$ cat config.mk
export PLATFORM = sky130hd
export DESIGN_NAME = rsms_cell
export DESIGN_NICKNAME = d
export VERILOG_FILES = /design/src/rsms_pkg.sv /design/src/rsms_cell.sv
export SDC_FILE = /design/constraint.sdc
export NUM_CORES = 1
export LEC_CHECK = 0
export BUFFER_PORTS_ARGS = -buffer_cell sky130_fd_sc_hd__buf_2
export CAP_MARGIN = 30
export CORE_MARGIN = 3
export CORE_UTILIZATION = 30
export DETAILED_ROUTE_END_ITERATION = 8
export PLACE_DENSITY = 0.68
export SLEW_MARGIN = 20
export SYNTH_ARGS = -nofsm -noshare
export SYNTH_HDL_FRONTEND = slang
export SYNTH_SLANG_ARGS = --single-unit
export TNS_END_PERCENT = 20
$ cat constraint.sdc
create_clock -name clk_i -period 1 [get_ports clk_i]
set_input_delay 0.05 -clock clk_i [delete_from_list [all_inputs] [get_ports clk_i]]
set_output_delay 0.05 -clock clk_i [all_outputs]
set_load 0.05 [all_outputs]
$ cat src/rsms_pkg.sv
// ----------------------------------------------------------------------------
// rsms_pkg: shared types and constants of the RNA structural motif scanner
// Sizes, field layouts, phrase kinds, register indexes and the base-pair test.
// ----------------------------------------------------------------------------
`default_nettype none

package rsms_pkg;

  localparam int MAX_PHRASES     = 16;
  localparam int MAX_WINDOW      = 32;
  localparam int POS_BITS        = 20;
  localparam int REACT_BITS      = 12;
  localparam int NUC_BITS        = 4;
  localparam int PCOUNT_BITS     = 5;
  localparam int MODE_BITS       = 2;
  localparam int KIND_BITS       = 2;
  localparam int WIN_IDX_BITS    = $clog2(MAX_WINDOW);
  localparam int LEN_BITS        = $clog2(MAX_WINDOW + 1);
  localparam int KINDS_BITS      = 32;
  localparam int MASKS_BITS      = 64;
  localparam int CFG_ADDR_BITS   = 3;
  localparam int CFG_DATA_BITS   = 64;

  // Stream payload widths, rounded up to whole bytes.
  localparam int S_TDATA_BITS = ((NUC_BITS + REACT_BITS + 7) / 8) * 8;
  localparam int S_TUSER_BITS = 1;
  localparam int M_TDATA_BITS = ((POS_BITS + 7) / 8) * 8;
  localparam int M_TUSER_BITS = 3;

  // One-hot nucleotide codes.
  localparam logic [NUC_BITS-1:0] NUC_A = 4'b0001;
  localparam logic [NUC_BITS-1:0] NUC_C = 4'b0010;
  localparam logic [NUC_BITS-1:0] NUC_G = 4'b0100;
  localparam logic [NUC_BITS-1:0] NUC_U = 4'b1000;

  // Match modes; the unused top code behaves as MODE_REACT.
  localparam logic [MODE_BITS-1:0] MODE_SEQ   = 2'd0;
  localparam logic [MODE_BITS-1:0] MODE_PAIR  = 2'd1;
  localparam logic [MODE_BITS-1:0] MODE_REACT = 2'd2;

  // Configuration register indexes.
  localparam logic [CFG_ADDR_BITS-1:0] REG_MODE      = 3'd0;
  localparam logic [CFG_ADDR_BITS-1:0] REG_PCOUNT    = 3'd1;
  localparam logic [CFG_ADDR_BITS-1:0] REG_KINDS     = 3'd2;
  localparam logic [CFG_ADDR_BITS-1:0] REG_MASKS     = 3'd3;
  localparam logic [CFG_ADDR_BITS-1:0] REG_THRESHOLD = 3'd4;

  localparam logic [REACT_BITS-1:0] THRESHOLD_RESET = 12'd512;

  typedef enum logic [KIND_BITS-1:0] {
    KIND_PAIR    = 2'd0,
    KIND_LEFT    = 2'd1,
    KIND_RIGHT   = 2'd2,
    KIND_INVALID = 2'd3
  } kind_e;

  // One window position, held by one cell of the chain.
  typedef struct packed {
    logic                  missing;
    logic [REACT_BITS-1:0] reactivity;
    logic [NUC_BITS-1:0]   base;
  } win_entry_t;

  // Per-phrase settings, derived from the configuration registers.
  typedef struct packed {
    logic                    used;
    kind_e                   kind;
    logic [NUC_BITS-1:0]     mask;
    logic [WIN_IDX_BITS-1:0] lidx;
    logic [WIN_IDX_BITS-1:0] ridx;
  } phrase_cfg_t;

  // Settings shared by every phrase checker.
  typedef struct packed {
    logic                  pairing;
    logic                  react;
    logic [REACT_BITS-1:0] threshold;
  } check_ctrl_t;

  // Result item as it waits in the output register or the skid stage.
  typedef struct packed {
    logic                last;
    logic                first;
    logic                hit;
    logic                ready;
    logic [POS_BITS-1:0] start;
  } out_item_t;

  // Watson-Crick and G-U wobble pairs.
  function automatic logic can_pair(logic [NUC_BITS-1:0] a, logic [NUC_BITS-1:0] b);
    return (a == NUC_U && b == NUC_A) || (a == NUC_C && b == NUC_G) ||
           (a == NUC_G && b == NUC_C) || (a == NUC_A && b == NUC_U) ||
           (a == NUC_U && b == NUC_G) || (a == NUC_G && b == NUC_U);
  endfunction

  // Bits below position n set, the rest clear.
  function automatic logic [MAX_PHRASES-1:0] low_bits(int n);
    logic [MAX_PHRASES-1:0] m;
    for (int j = 0; j < MAX_PHRASES; j++) begin
      m[j] = (j < n);
    end
    return m;
  endfunction

endpackage

`default_nettype wire

$ cat src/rsms_cell.sv
// ----------------------------------------------------------------------------
// rsms_cell: one position of the base window
// Holds one base with its reactivity and hands it to the next cell on a shift.
// ----------------------------------------------------------------------------
`default_nettype none

module rsms_cell (
  input  wire logic                clk_i,
  input  wire logic                rst_ni,
  input  wire logic                shift_i,
  input  wire rsms_pkg::win_entry_t entry_i,
  output rsms_pkg::win_entry_t     entry_o
);

  rsms_pkg::win_entry_t entry_q;

  always_ff @(posedge clk_i or negedge rst_ni) begin
    if (!rst_ni) begin
      entry_q <= '0;
    end else if (shift_i) begin
      entry_q <= entry_i;
    end
  end

  assign entry_o = entry_q;

endmodule

`default_nettype wire

# Word level (Yosys, flattened, before mapping)
# Index checks and enable logic that the tools add are counted.
[word_totals] register_bits=17 in_bits=20 out_inout_bits=17 wordCells=3

# Logic depth before layout (Yosys ltp)
[logic_depth] ltp_word=0 depth_mapped=3 mapped_depth_nobuf=1

# Worst setup path after synthesis
# Ideal clock, no wire load.
[synth_timing] path_type="reg-to-reg" startpoint="reg, netlist name entry_o[0]" endpoint="reg entry_q (netlist bit entry_o[0])" setup_ns=0.125 arrival_time_ns=0.869 required_time_ns=0.875 slack_ns=0.006 stages_incl_launch_ff=2 n_path_buf=0 synth_period_minus_slack_ns=0.994 cell_sequence="dfrtp_1 -> mux2_4"
[synth_lines] item="end signal: assignment" line_no="rsms_cell.sv:21" text="entry_q <= entry_i;"
[synth_lines] item="end: declaration" line_no="rsms_cell.sv:15" text="rsms_pkg::win_entry_t entry_q;"

# Worst setup path after layout
[layout_timing] startpoint="reg entry_q (netlist bit entry_o[8])" endpoint="out entry_o[8] (netlist bit)"
[layout_lines] item="end: declaration" line_no="rsms_cell.sv:12" text="output rsms_pkg::win_entry_t entry_o"
# No word-level cell between the ends.

==> flow_metrics.env <==
export IMPL_fin_area_um2=1110
export IMPL_synth_distinct_cells=5
export IMPL_total_power_w=0.00169
export IMPL_routed_via_density=4.10
export IMPL_cts_sinks=17
export IMPL_path_clk_slew_ns=0.09
export IMPL_syn_area_um2=686
export IMPL_max_stage_delay_ns=0.36
export IMPL_fin_worst_skew_ns=0
export IMPL_drv_cap=0
export IMPL_layout_common_cells="buf_2 (31), dlygate4sd3_1 (18), dfrtp_1 (17), mux2_4 (10), clkbuf_4 (8)"
export IMPL_initial_core_util_pct=33.3
export IMPL_hold_class="primary input to asynchronous set/reset pin"
export IMPL_dieArea_um2=2890
export IMPL_tns_ns=0
export IMPL_relSlewSlack_pct=75.9
export IMPL_htree_levels=1
export IMPL_worstSetupPathType="flip-flop to output port"
export IMPL_cts_tree="done"
export IMPL_fin_crit_sh_pct=95.6
export IMPL_crit_path_cell_trace="buf_2"
export IMPL_critical_path_endpoint_type="output port"
export IMPL_synth_seq_area_share_pct=62.0
export IMPL_clockRootBuffer="clkbuf_4"
export IMPL_critPathLaunchType="flip-flop"
export IMPL_placed_cells=98
export IMPL_netlist_instances=36
export IMPL_synth_nets=56
export IMPL_largest_reg_flops=17
export IMPL_globalplace_congestion=0.619
export IMPL_clock_fmax_mhz=1050
export IMPL_drt_first_pass_iters=2
export IMPL_hold_viol_final=0
export IMPL_final_common_cell="buf_2"
export IMPL_worst_path_max_fanout=2
export IMPL_syn_area_per_cell_um2=19.0
export IMPL_synth_seq_cells=17
export IMPL_nets=114
export IMPL_syn_to_final_growth_pct=61.5
export IMPL_num_vias=492
export IMPL_cp_num_buf_inv=1
export IMPL_drive_gt1_share_pct=61.3
export IMPL_rsz0062_at_grt="no"
export IMPL_tightest_slew_ns=0.361
export IMPL_p_per_area_nw_per_um2=1530
export IMPL_routed_wl_um=1330
export IMPL_arrival_ns=0.91
export IMPL_first_iter_violations=3
export IMPL_postCtsSetupBuffers=0
export IMPL_cp_data_required_time_ns=0.95
export IMPL_n_antenna_cell=0
export IMPL_vdd_drop_max_mv=0.668
export IMPL_pre_cts_slack_ns=0.209
export IMPL_core_area_um2=2060
export IMPL_dp_hpwl_um=917
export IMPL_clockBufferDepth=2
export IMPL_drv_slew=0
export IMPL_dieWidth_um=53.8
export IMPL_setup_slack_ns=0.0439
export IMPL_grt_pass1_vias=538
export IMPL_die_h_um=53.8
export IMPL_wl_per_cell_um=11.1
export IMPL_yosysWarnings=0
export IMPL_crit_slowest_cell="dfrtp_1"
export IMPL_place_area_um2=888
export IMPL_setup_viol=0
export IMPL_drc=0
export IMPL_grt_pass1_wl_um=2240
export IMPL_crit_family="flip-flops"
export IMPL_layout_cells_non_filler=120
export IMPL_period_minus_slack_ns=0.956
export IMPL_worstSkewPairLatency_ns=0.27
export IMPL_antenna_left=0
export IMPL_cts_made_buffers=3
export IMPL_grt_total_usage_pct=11.0
export IMPL_nFillCells=173
export IMPL_p_leak_nw=0.553
export IMPL_grt_ovfl_total=0
export IMPL_outcome="finished, final reports clean"
export IMPL_grt_max_degree=18
export IMPL_rows=16
export IMPL_antenna_found_initial=0
export IMPL_pin_count=37
export IMPL_port_buffers=36
## routing by layer
layer  track usage (%)  routed length, µm  vias up
met4              6.38                  0        0
met1              13.3                606      232
met5                 0                  0        -
li1                  -                  -      238
met3              2.49                108        0
met2              17.7                614       22
## worst paths after layout
check	startpoint	endpoint	slack, ns	depth (start not counted)
setup / recovery	entry_o[8]	entry_o[8]	0.04	1
hold / removal	rst_ni	entry_o[8]	0.21	2
setup reg to reg	entry_o[0]	entry_o[0]	0.24	1
hold reg to reg	entry_o[4]	entry_o[4]	0.51	1
max in group asynchronous	rst_ni	entry_o[16]	0.53	2
min in group clk_i	shift_i	entry_o[6]	0.23	3
## per-stage QoR
step	util, %	hold slack [ns]
global route	53.7	0.226
finish	53.7	0.207
floorplan	-	-0.246
detailed placement	43.1	-0.0161
global placement	43.1	-0.0147
CTS	53.1	0.213
## cells by family (layout without fill, tap and decap cells)
| kind of cell | count (synthesis) | after routing | share of synthesized area, % |
|---|---|---|---|
| mux | 17 | 17 | 33.4 |
| flops | 17 | 17 | 62.0 |
| buf+inv | 2 | 59 | 4.56 |
## where the power goes
part	internal, W	switching (W)
clock	0.000155	0.000189
sequential	0.000755	0.0000317
combinational	0.000220	0.000342
## timing repair
item / CTS / global route
hold buffers: 18 / 0
gates resized for setup: 0 / 5
endpoints found under the setup margin: 0 / 5
endpoints found under the hold margin: 34 / 0
## synthesized netlist by cell type
cell type / count / share of area, %
dfrtp_1: 17 / 62
mux2_4: 10 / 22
mux2_2: 7 / 11
buf_12: 1 / 2.9
buf_6: 1 / 1.6
## cell type report
| cell class | count | area [µm²] | share of cell area (%) |
|---|---|---|---|
| flip-flops and latches | 17 | 425 | 38.4 |
| repair buffers | 55 | 393 | 35.5 |
| multi-input cells | 17 | 229 | 20.7 |
| well taps | 27 | 33.8 | 3.05 |
| clock buffers | 4 | 26.3 | 2.37 |
Power figures use the tool's default switching activity.
