## config.mk

```make
export PLATFORM = sky130hd
export DESIGN_NAME = rsms_phrase_check
export DESIGN_NICKNAME = d
export VERILOG_FILES = /design/src/rsms_pkg.sv /design/src/rsms_phrase_check.sv
export SDC_FILE = /design/constraint.sdc
export NUM_CORES = 1
export LEC_CHECK = 0
export BUFFER_PORTS_ARGS = -buffer_cell sky130_fd_sc_hd__buf_2
export CAP_MARGIN = 20
export CORE_AREA = 2 2 223 225
export DETAILED_ROUTE_END_ITERATION = 12
export DIE_AREA = 0 0 225 227
export PLACE_DENSITY = 0.47
export SLEW_MARGIN = 20
export SYNTH_ARGS = -nofsm -noshare
export SYNTH_HDL_FRONTEND = slang
export SYNTH_SLANG_ARGS = --single-unit
```

## constraint.sdc

```tcl
create_clock -name vclk -period 4.7
set_clock_uncertainty 0.1 [all_clocks]
set_input_delay 0 -clock vclk [all_inputs]
set_output_delay 0 -clock vclk [all_outputs]
set_load 0.02 [all_outputs]
```

## src/rsms_pkg.sv

```systemverilog
// ----------------------------------------------------------------------------
// rsms_pkg: shared types and constants of the RNA structural motif scanner
// Sizes, field layouts, phrase kinds, register indexes and the base-pair test.
// ----------------------------------------------------------------------------
`default_nettype none

package rsms_pkg;

  localparam int MAX_PHRASES     = 16;
  localparam int MAX_WINDOW      = 32;
  localparam int POS_BITS        = 20;
  localparam int REACT_BITS      = 12;
  localparam int NUC_BITS        = 4;
  localparam int PCOUNT_BITS     = 5;
  localparam int MODE_BITS       = 2;
  localparam int KIND_BITS       = 2;
  localparam int WIN_IDX_BITS    = $clog2(MAX_WINDOW);
  localparam int LEN_BITS        = $clog2(MAX_WINDOW + 1);
  localparam int KINDS_BITS      = 32;
  localparam int MASKS_BITS      = 64;
  localparam int CFG_ADDR_BITS   = 3;
  localparam int CFG_DATA_BITS   = 64;

  // Stream payload widths, rounded up to whole bytes.
  localparam int S_TDATA_BITS = ((NUC_BITS + REACT_BITS + 7) / 8) * 8;
  localparam int S_TUSER_BITS = 1;
  localparam int M_TDATA_BITS = ((POS_BITS + 7) / 8) * 8;
  localparam int M_TUSER_BITS = 3;

  // One-hot nucleotide codes.
  localparam logic [NUC_BITS-1:0] NUC_A = 4'b0001;
  localparam logic [NUC_BITS-1:0] NUC_C = 4'b0010;
  localparam logic [NUC_BITS-1:0] NUC_G = 4'b0100;
  localparam logic [NUC_BITS-1:0] NUC_U = 4'b1000;

  // Match modes; the unused top code behaves as MODE_REACT.
  localparam logic [MODE_BITS-1:0] MODE_SEQ   = 2'd0;
  localparam logic [MODE_BITS-1:0] MODE_PAIR  = 2'd1;
  localparam logic [MODE_BITS-1:0] MODE_REACT = 2'd2;

  // Configuration register indexes.
  localparam logic [CFG_ADDR_BITS-1:0] REG_MODE      = 3'd0;
  localparam logic [CFG_ADDR_BITS-1:0] REG_PCOUNT    = 3'd1;
  localparam logic [CFG_ADDR_BITS-1:0] REG_KINDS     = 3'd2;
  localparam logic [CFG_ADDR_BITS-1:0] REG_MASKS     = 3'd3;
  localparam logic [CFG_ADDR_BITS-1:0] REG_THRESHOLD = 3'd4;

  localparam logic [REACT_BITS-1:0] THRESHOLD_RESET = 12'd512;

  typedef enum logic [KIND_BITS-1:0] {
    KIND_PAIR    = 2'd0,
    KIND_LEFT    = 2'd1,
    KIND_RIGHT   = 2'd2,
    KIND_INVALID = 2'd3
  } kind_e;

  // One window position, held by one cell of the chain.
  typedef struct packed {
    logic                  missing;
    logic [REACT_BITS-1:0] reactivity;
    logic [NUC_BITS-1:0]   base;
  } win_entry_t;

  // Per-phrase settings, derived from the configuration registers.
  typedef struct packed {
    logic                    used;
    kind_e                   kind;
    logic [NUC_BITS-1:0]     mask;
    logic [WIN_IDX_BITS-1:0] lidx;
    logic [WIN_IDX_BITS-1:0] ridx;
  } phrase_cfg_t;

  // Settings shared by every phrase checker.
  typedef struct packed {
    logic                  pairing;
    logic                  react;
    logic [REACT_BITS-1:0] threshold;
  } check_ctrl_t;

  // Result item as it waits in the output register or the skid stage.
  typedef struct packed {
    logic                last;
    logic                first;
    logic                hit;
    logic                ready;
    logic [POS_BITS-1:0] start;
  } out_item_t;

  // Watson-Crick and G-U wobble pairs.
  function automatic logic can_pair(logic [NUC_BITS-1:0] a, logic [NUC_BITS-1:0] b);
    return (a == NUC_U && b == NUC_A) || (a == NUC_C && b == NUC_G) ||
           (a == NUC_G && b == NUC_C) || (a == NUC_A && b == NUC_U) ||
           (a == NUC_U && b == NUC_G) || (a == NUC_G && b == NUC_U);
  endfunction

  // Bits below position n set, the rest clear.
  function automatic logic [MAX_PHRASES-1:0] low_bits(int n);
    logic [MAX_PHRASES-1:0] m;
    for (int j = 0; j < MAX_PHRASES; j++) begin
      m[j] = (j < n);
    end
    return m;
  endfunction

endpackage

`default_nettype wire

```

## src/rsms_phrase_check.sv

```systemverilog
// ----------------------------------------------------------------------------
// rsms_phrase_check: test of one motif phrase against the window
// Picks the left and right bases of the phrase and applies the mask, pairing
// and reactivity tests for its kind.
// ----------------------------------------------------------------------------
`default_nettype none

module rsms_phrase_check (
  input  wire rsms_pkg::win_entry_t  win_i [rsms_pkg::MAX_WINDOW],
  input  wire rsms_pkg::phrase_cfg_t cfg_i,
  input  wire rsms_pkg::check_ctrl_t ctrl_i,
  output logic                       pass_o
);

  rsms_pkg::win_entry_t lb;
  rsms_pkg::win_entry_t rb;
  logic l_mask_ok, r_mask_ok;
  logic l_low, l_high, r_low, r_high;
  logic ok;

  assign lb = win_i[cfg_i.lidx];
  assign rb = win_i[cfg_i.ridx];

  assign l_mask_ok = (lb.base & cfg_i.mask) == lb.base;
  assign r_mask_ok = (rb.base & cfg_i.mask) == rb.base;

  // A missing reactivity passes either way.
  assign l_low  = lb.missing || (lb.reactivity <= ctrl_i.threshold);
  assign l_high = lb.missing || (lb.reactivity >= ctrl_i.threshold);
  assign r_low  = rb.missing || (rb.reactivity <= ctrl_i.threshold);
  assign r_high = rb.missing || (rb.reactivity >= ctrl_i.threshold);

  always_comb begin
    unique case (cfg_i.kind)
      rsms_pkg::KIND_PAIR: begin
        ok = l_mask_ok &&
             (!ctrl_i.pairing || rsms_pkg::can_pair(lb.base, rb.base)) &&
             (!ctrl_i.react || (l_low && r_low));
      end
      rsms_pkg::KIND_LEFT: begin
        ok = l_mask_ok && (!ctrl_i.react || l_high);
      end
      rsms_pkg::KIND_RIGHT: begin
        ok = r_mask_ok && (!ctrl_i.react || r_high);
      end
      default: begin
        ok = 1'b0;
      end
    endcase
  end

  assign pass_o = !cfg_i.used || ok;

endmodule

`default_nettype wire

```

# [Word-level counts from Yosys, hierarchy flattened]
# Cells that the tools add are included.
[word_totals] input_bits=575 elab_cells=58 out_inout_bits=1 ff_bits=0
[op_classes] n_reduce_logical=29 n_eq_ne=12 n_mux=7 magnitude_cmp=6 bitwise=4
[op_table] op="binary-select mux 17 bit (select 5 bit)" n=2
[op_table] op="2-to-1 mux 17 bit" n=4
[op_table] op="greater-or-equal comparator 12 bit" n=2
[op_table] op="less-or-equal comparator 12 bit" n=2
[op_table] op="logical OR 1 bit" n=14
[op_table] op="greater-or-equal comparator 6 bit, second input constant" n=2
[op_table] op="inverter 5 -> 6 bit" n=2
[op_table] op="logical AND 1 bit" n=11
[op_table] op="bitwise AND 4 bit" n=2
[op_table] op="equality test 4 x 1 -> 1 bit, second input constant" n=2
[op_table] op="equality test 4 x 2 -> 1 bit, second input constant" n=2
[op_table] op="equality test 4 x 3 -> 1 bit, second input constant" n=2
[op_table] op="equality test 4 bit" n=2
[op_table] op="equality test 4 bit, second input constant" n=2
[op_table] op="zero test 1 bit" n=3
[op_table] op="one-hot mux 1 bit (3 select lines)" n=1
[op_table] op="equality test 2 x 1 -> 1 bit, second input constant" n=1
[op_table] op="equality test 2 bit, second input constant" n=1
[op_table] op="zero test 2 bit" n=1

# [Depth between registers and ports, before layout]
[depth] ltp_word=16 depth_mapped=18 mapped_depth_nobuf=13

# [Worst setup path before layout]
# OpenSTA, ideal clock, no wires.
[synth_timing] kind="input-to-output" start="input port cfg_i[1] (netlist name)" end="output port pass_o" stages=17 path_slack_ns=0.481 path_buffers=5 t_arrival_ns=4.119 required_time_ns=4.600 path_cell_list="buf_4 buf_2 clkbuf_1 clkbuf_1 clkbuf_1 mux4_2 mux4_2 mux2_2 ha_1 and3_1 a221oi_1 nor2_1 a211oi_1 o31ai_1 a22oi_1 o21ai_1 a221oi_2"
[synth_via] elab_chain_cells=16 word_cells_on_any_way=34 cone_classes="order compare (2); eq/ne (5); mux (4); bitwise (2); reduce/logical (21)"
[synth_lines] element="from (decl)" line="rsms_phrase_check.sv:10" rtl="input wire rsms_pkg::phrase_cfg_t cfg_i,"
[synth_lines] element="inverter 5 -> 6 bit (not written as such) *" line="rsms_phrase_check.sv:22" rtl="assign rb = win_i[cfg_i.ridx];"
[synth_lines] element="binary-select mux 17 bit (select 5 bit) *" line="rsms_phrase_check.sv:22"
[synth_lines] element="2-to-1 mux 17 bit (not written as such) * (2 in series)" line="rsms_phrase_check.sv:22"
[synth_lines] element="parallel branches: the longest is 10 deep, another holds less-or-equal comparator 12 bit"
[synth_lines] element="one-hot mux 1 bit (3 select lines) *" line="rsms_phrase_check.sv:34" rtl="unique case (cfg_i.kind)"
[synth_lines] element="logical OR 1 bit *" line="rsms_phrase_check.sv:52" rtl="assign pass_o = !cfg_i.used || ok;"
[synth_lines] element="to (decl)" line="rsms_phrase_check.sv:12" rtl="output logic pass_o"
# Every way passes the cells marked *. The select of a mux whose other input is x is not followed.

# [Worst setup path after layout]
[layout_timing] start="input port cfg_i[0] (netlist name)" end="output port pass_o"
# Same word-level chain as after synthesis.

==> qor.yml <==
core_area_mm2: 0.04855
io_pins: 576
antenna_found_initial: 32
routabilityCongestion: 0.9265
initial_core_util_pct: 19.55
setup_viol: 0
cp-start-kind: "input port"
grt_first_pass_wirelength_um: 74730
critPathRequiredTime_ps: 4600
num_rows: 81
die_y_um: 227
area_growth_pct: 39.02
power.leakage_nw: 5.555
ctsResizeCount: 0
synth.most_common_cell: "mux4_2"
tightest_slew_ps: 784.6
postCtsHoldBufs: 0
instances_no_fill: 1877
placedCellCount: 1858
grt_use_total_pct: 20.32
dieArea_mm2: 0.05108
ys_seq_area_share_pct: 0
grt_pass1_vias: 10730
drtAntennaViolNets: 0
grt_max_degree: 52
synth.top_cells.by_area: "mux4_2 (67%), mux2i_1 (9.0%), ha_1 (3.2%)"
hold_viol: 0
power_frac_comb_pct: 100.0
fmax_mhz: 236.0
final.period_utilization_pct: 90.14
syn_area_mm2: 0.009490
layout.nets: 1837
syn_avg_cell_area_um2: 13.42
vias_per_cell: 5.460
drt_iter0_drc: 711
worstPathArrival_ps: 4140
p_seq_share_pct: 0
design.seq.count: 0
syn_inst: 707
seq_area_um2: 0
synth_top_area_share_pct: 66.92
final_util_pct: 27.18
switching_share_pct: 45.53
dp.final_hpwl_um: 47320
rsz0062_at_grt: "false"
clock_buffers: 0
ys_warn_count: 0
synth_cell_types: 51
hold_depth: 4
cp_max_fo: 34
endpoint_kind: "primary output"
syn-num-nets: 1306
p_per_area_mw_per_mm2: 107.2
synth_top_cell_by_area: "mux4_2"
min_period_ps: 4237
wl_per_cell_um: 28.76
relSlewSlack_pct: 47.69
drc: 0
via_count: 10250
die_w_um: 225
firstDrtPassIters: 5
tns_ps: 0
power.total_mw: 1.414
hp-class: "input port to primary output"
ys_top_cells_by_count: "mux4_2 (282), mux2i_1 (85), buf_2 (32), a22oi_1 (30), clkbuf_1 (27)"
io_buffers: 576
layout-drive-gt1-share_pct: 75.08
critPathKind: "input port to primary output"
postCtsSetupRepairBufs: 0
max_cap_violations: 0
p_int_uw: 770.3
ir_worst_vdd_mv: 0.04207
clkPwrFrac_pct: 0
grt_overflow: 0
drt-total-wl_um: 53990
p_switching_uw: 643.8
maxSlewViolCount: 0
status: "completed"
-- logic make-up (layout without fill, tap and decap cells) --
family | Yosys count | count (layout) | synth area share [%]
compound gates | 82 | 82 | 6.328
xor+xnor | 1 | 1 | 0.09230
buf+inv | 100 | 629 | 5.062
mux | 392 | 392 | 78.85
simple gates | 108 | 108 | 6.500
fa+ha+maj | 24 | 24 | 3.164
other cells | 0 | 19 | 0
-- worst max-delay path: stages --
cell and delay [ps]:
clkbuf_8 330, buf_4 260, mux4_2 510, mux4_2 460
mux2_2 270, ha_1 270, and3_1 180, a221oi_1 330
nor2_1 80, a211oi_1 360, o31ai_1 200, a22oi_1 220
o21ai_1 120, a221oi_2 220, buf_2 240
-- power by group through the flow --
| stage | registers [mW] | clock network [mW] | logic, mW |
|---|---|---|---|
| after global placement | 0 | 0 | 1.42 |
| after detailed placement | 0 | 0 | 1.43 |
| after global routing | 0 | 0.000000457 | 1.52 |
| after CTS | 0 | 0 | 1.43 |
| after floorplan | 0 | 0 | 0.833 |
| final | 0 | 0.000000543 | 1.41 |
-- area by class of cell --
| class | count | area (um^2) |
|---|---|---|
| fill | 5117 | 35350 |
| multi-input combinational | 607 | 9010 |
| timing repair buffer | 617 | 3313 |
| tap | 622 | 778.2 |
| antenna | 19 | 47.55 |
| inverter | 12 | 45.04 |
-- metal layers --
| metal | share of wire, % | global-route usage (%) |
|---|---|---|
| met1 | 38 | 24.76 |
| met4 | 2.8 | 6.452 |
| met5 | 0.26 | 0 |
| met2 | 51 | 36.60 |
| met3 | 7.3 | 3.356 |
-- stage by stage --
step	area, um^2	setup slack (ps)	hold slack, ps
5_1_grt	13190	129.6	432.8
2_1_floorplan	9490	481.1	133.7
3_3_place_gp	13150	378.8	407.8
4_1_cts	13150	354.0	415.2
6_report	13190	463.4	411.7
3_5_place_dp	13150	362.9	411.5
-- worst paths after layout --
check / to / from / slack (ps)
worst max-delay path: pass_o / cfg_i[0] / 460
worst min-delay path: pass_o / cfg_i[14] / 410
-- placed cells by master, fill, tap and decap left out, types with 7 or more instances in the layout --
cell and instances:
buf_2 570, mux4_2 282, mux2i_1 85, buf_4 36, a22oi_1 30, mux2_2 25, ha_1 24, nand2_1 22
diode_2 19, nor2b_1 19, nand4_1 14, inv_1 12, nor2_1 12, nand3_1 11, o21ai_0 9, a21oi_1 7
a21o_1 7, buf_12 7
Note: power is estimated with default switching activity, not from simulation.
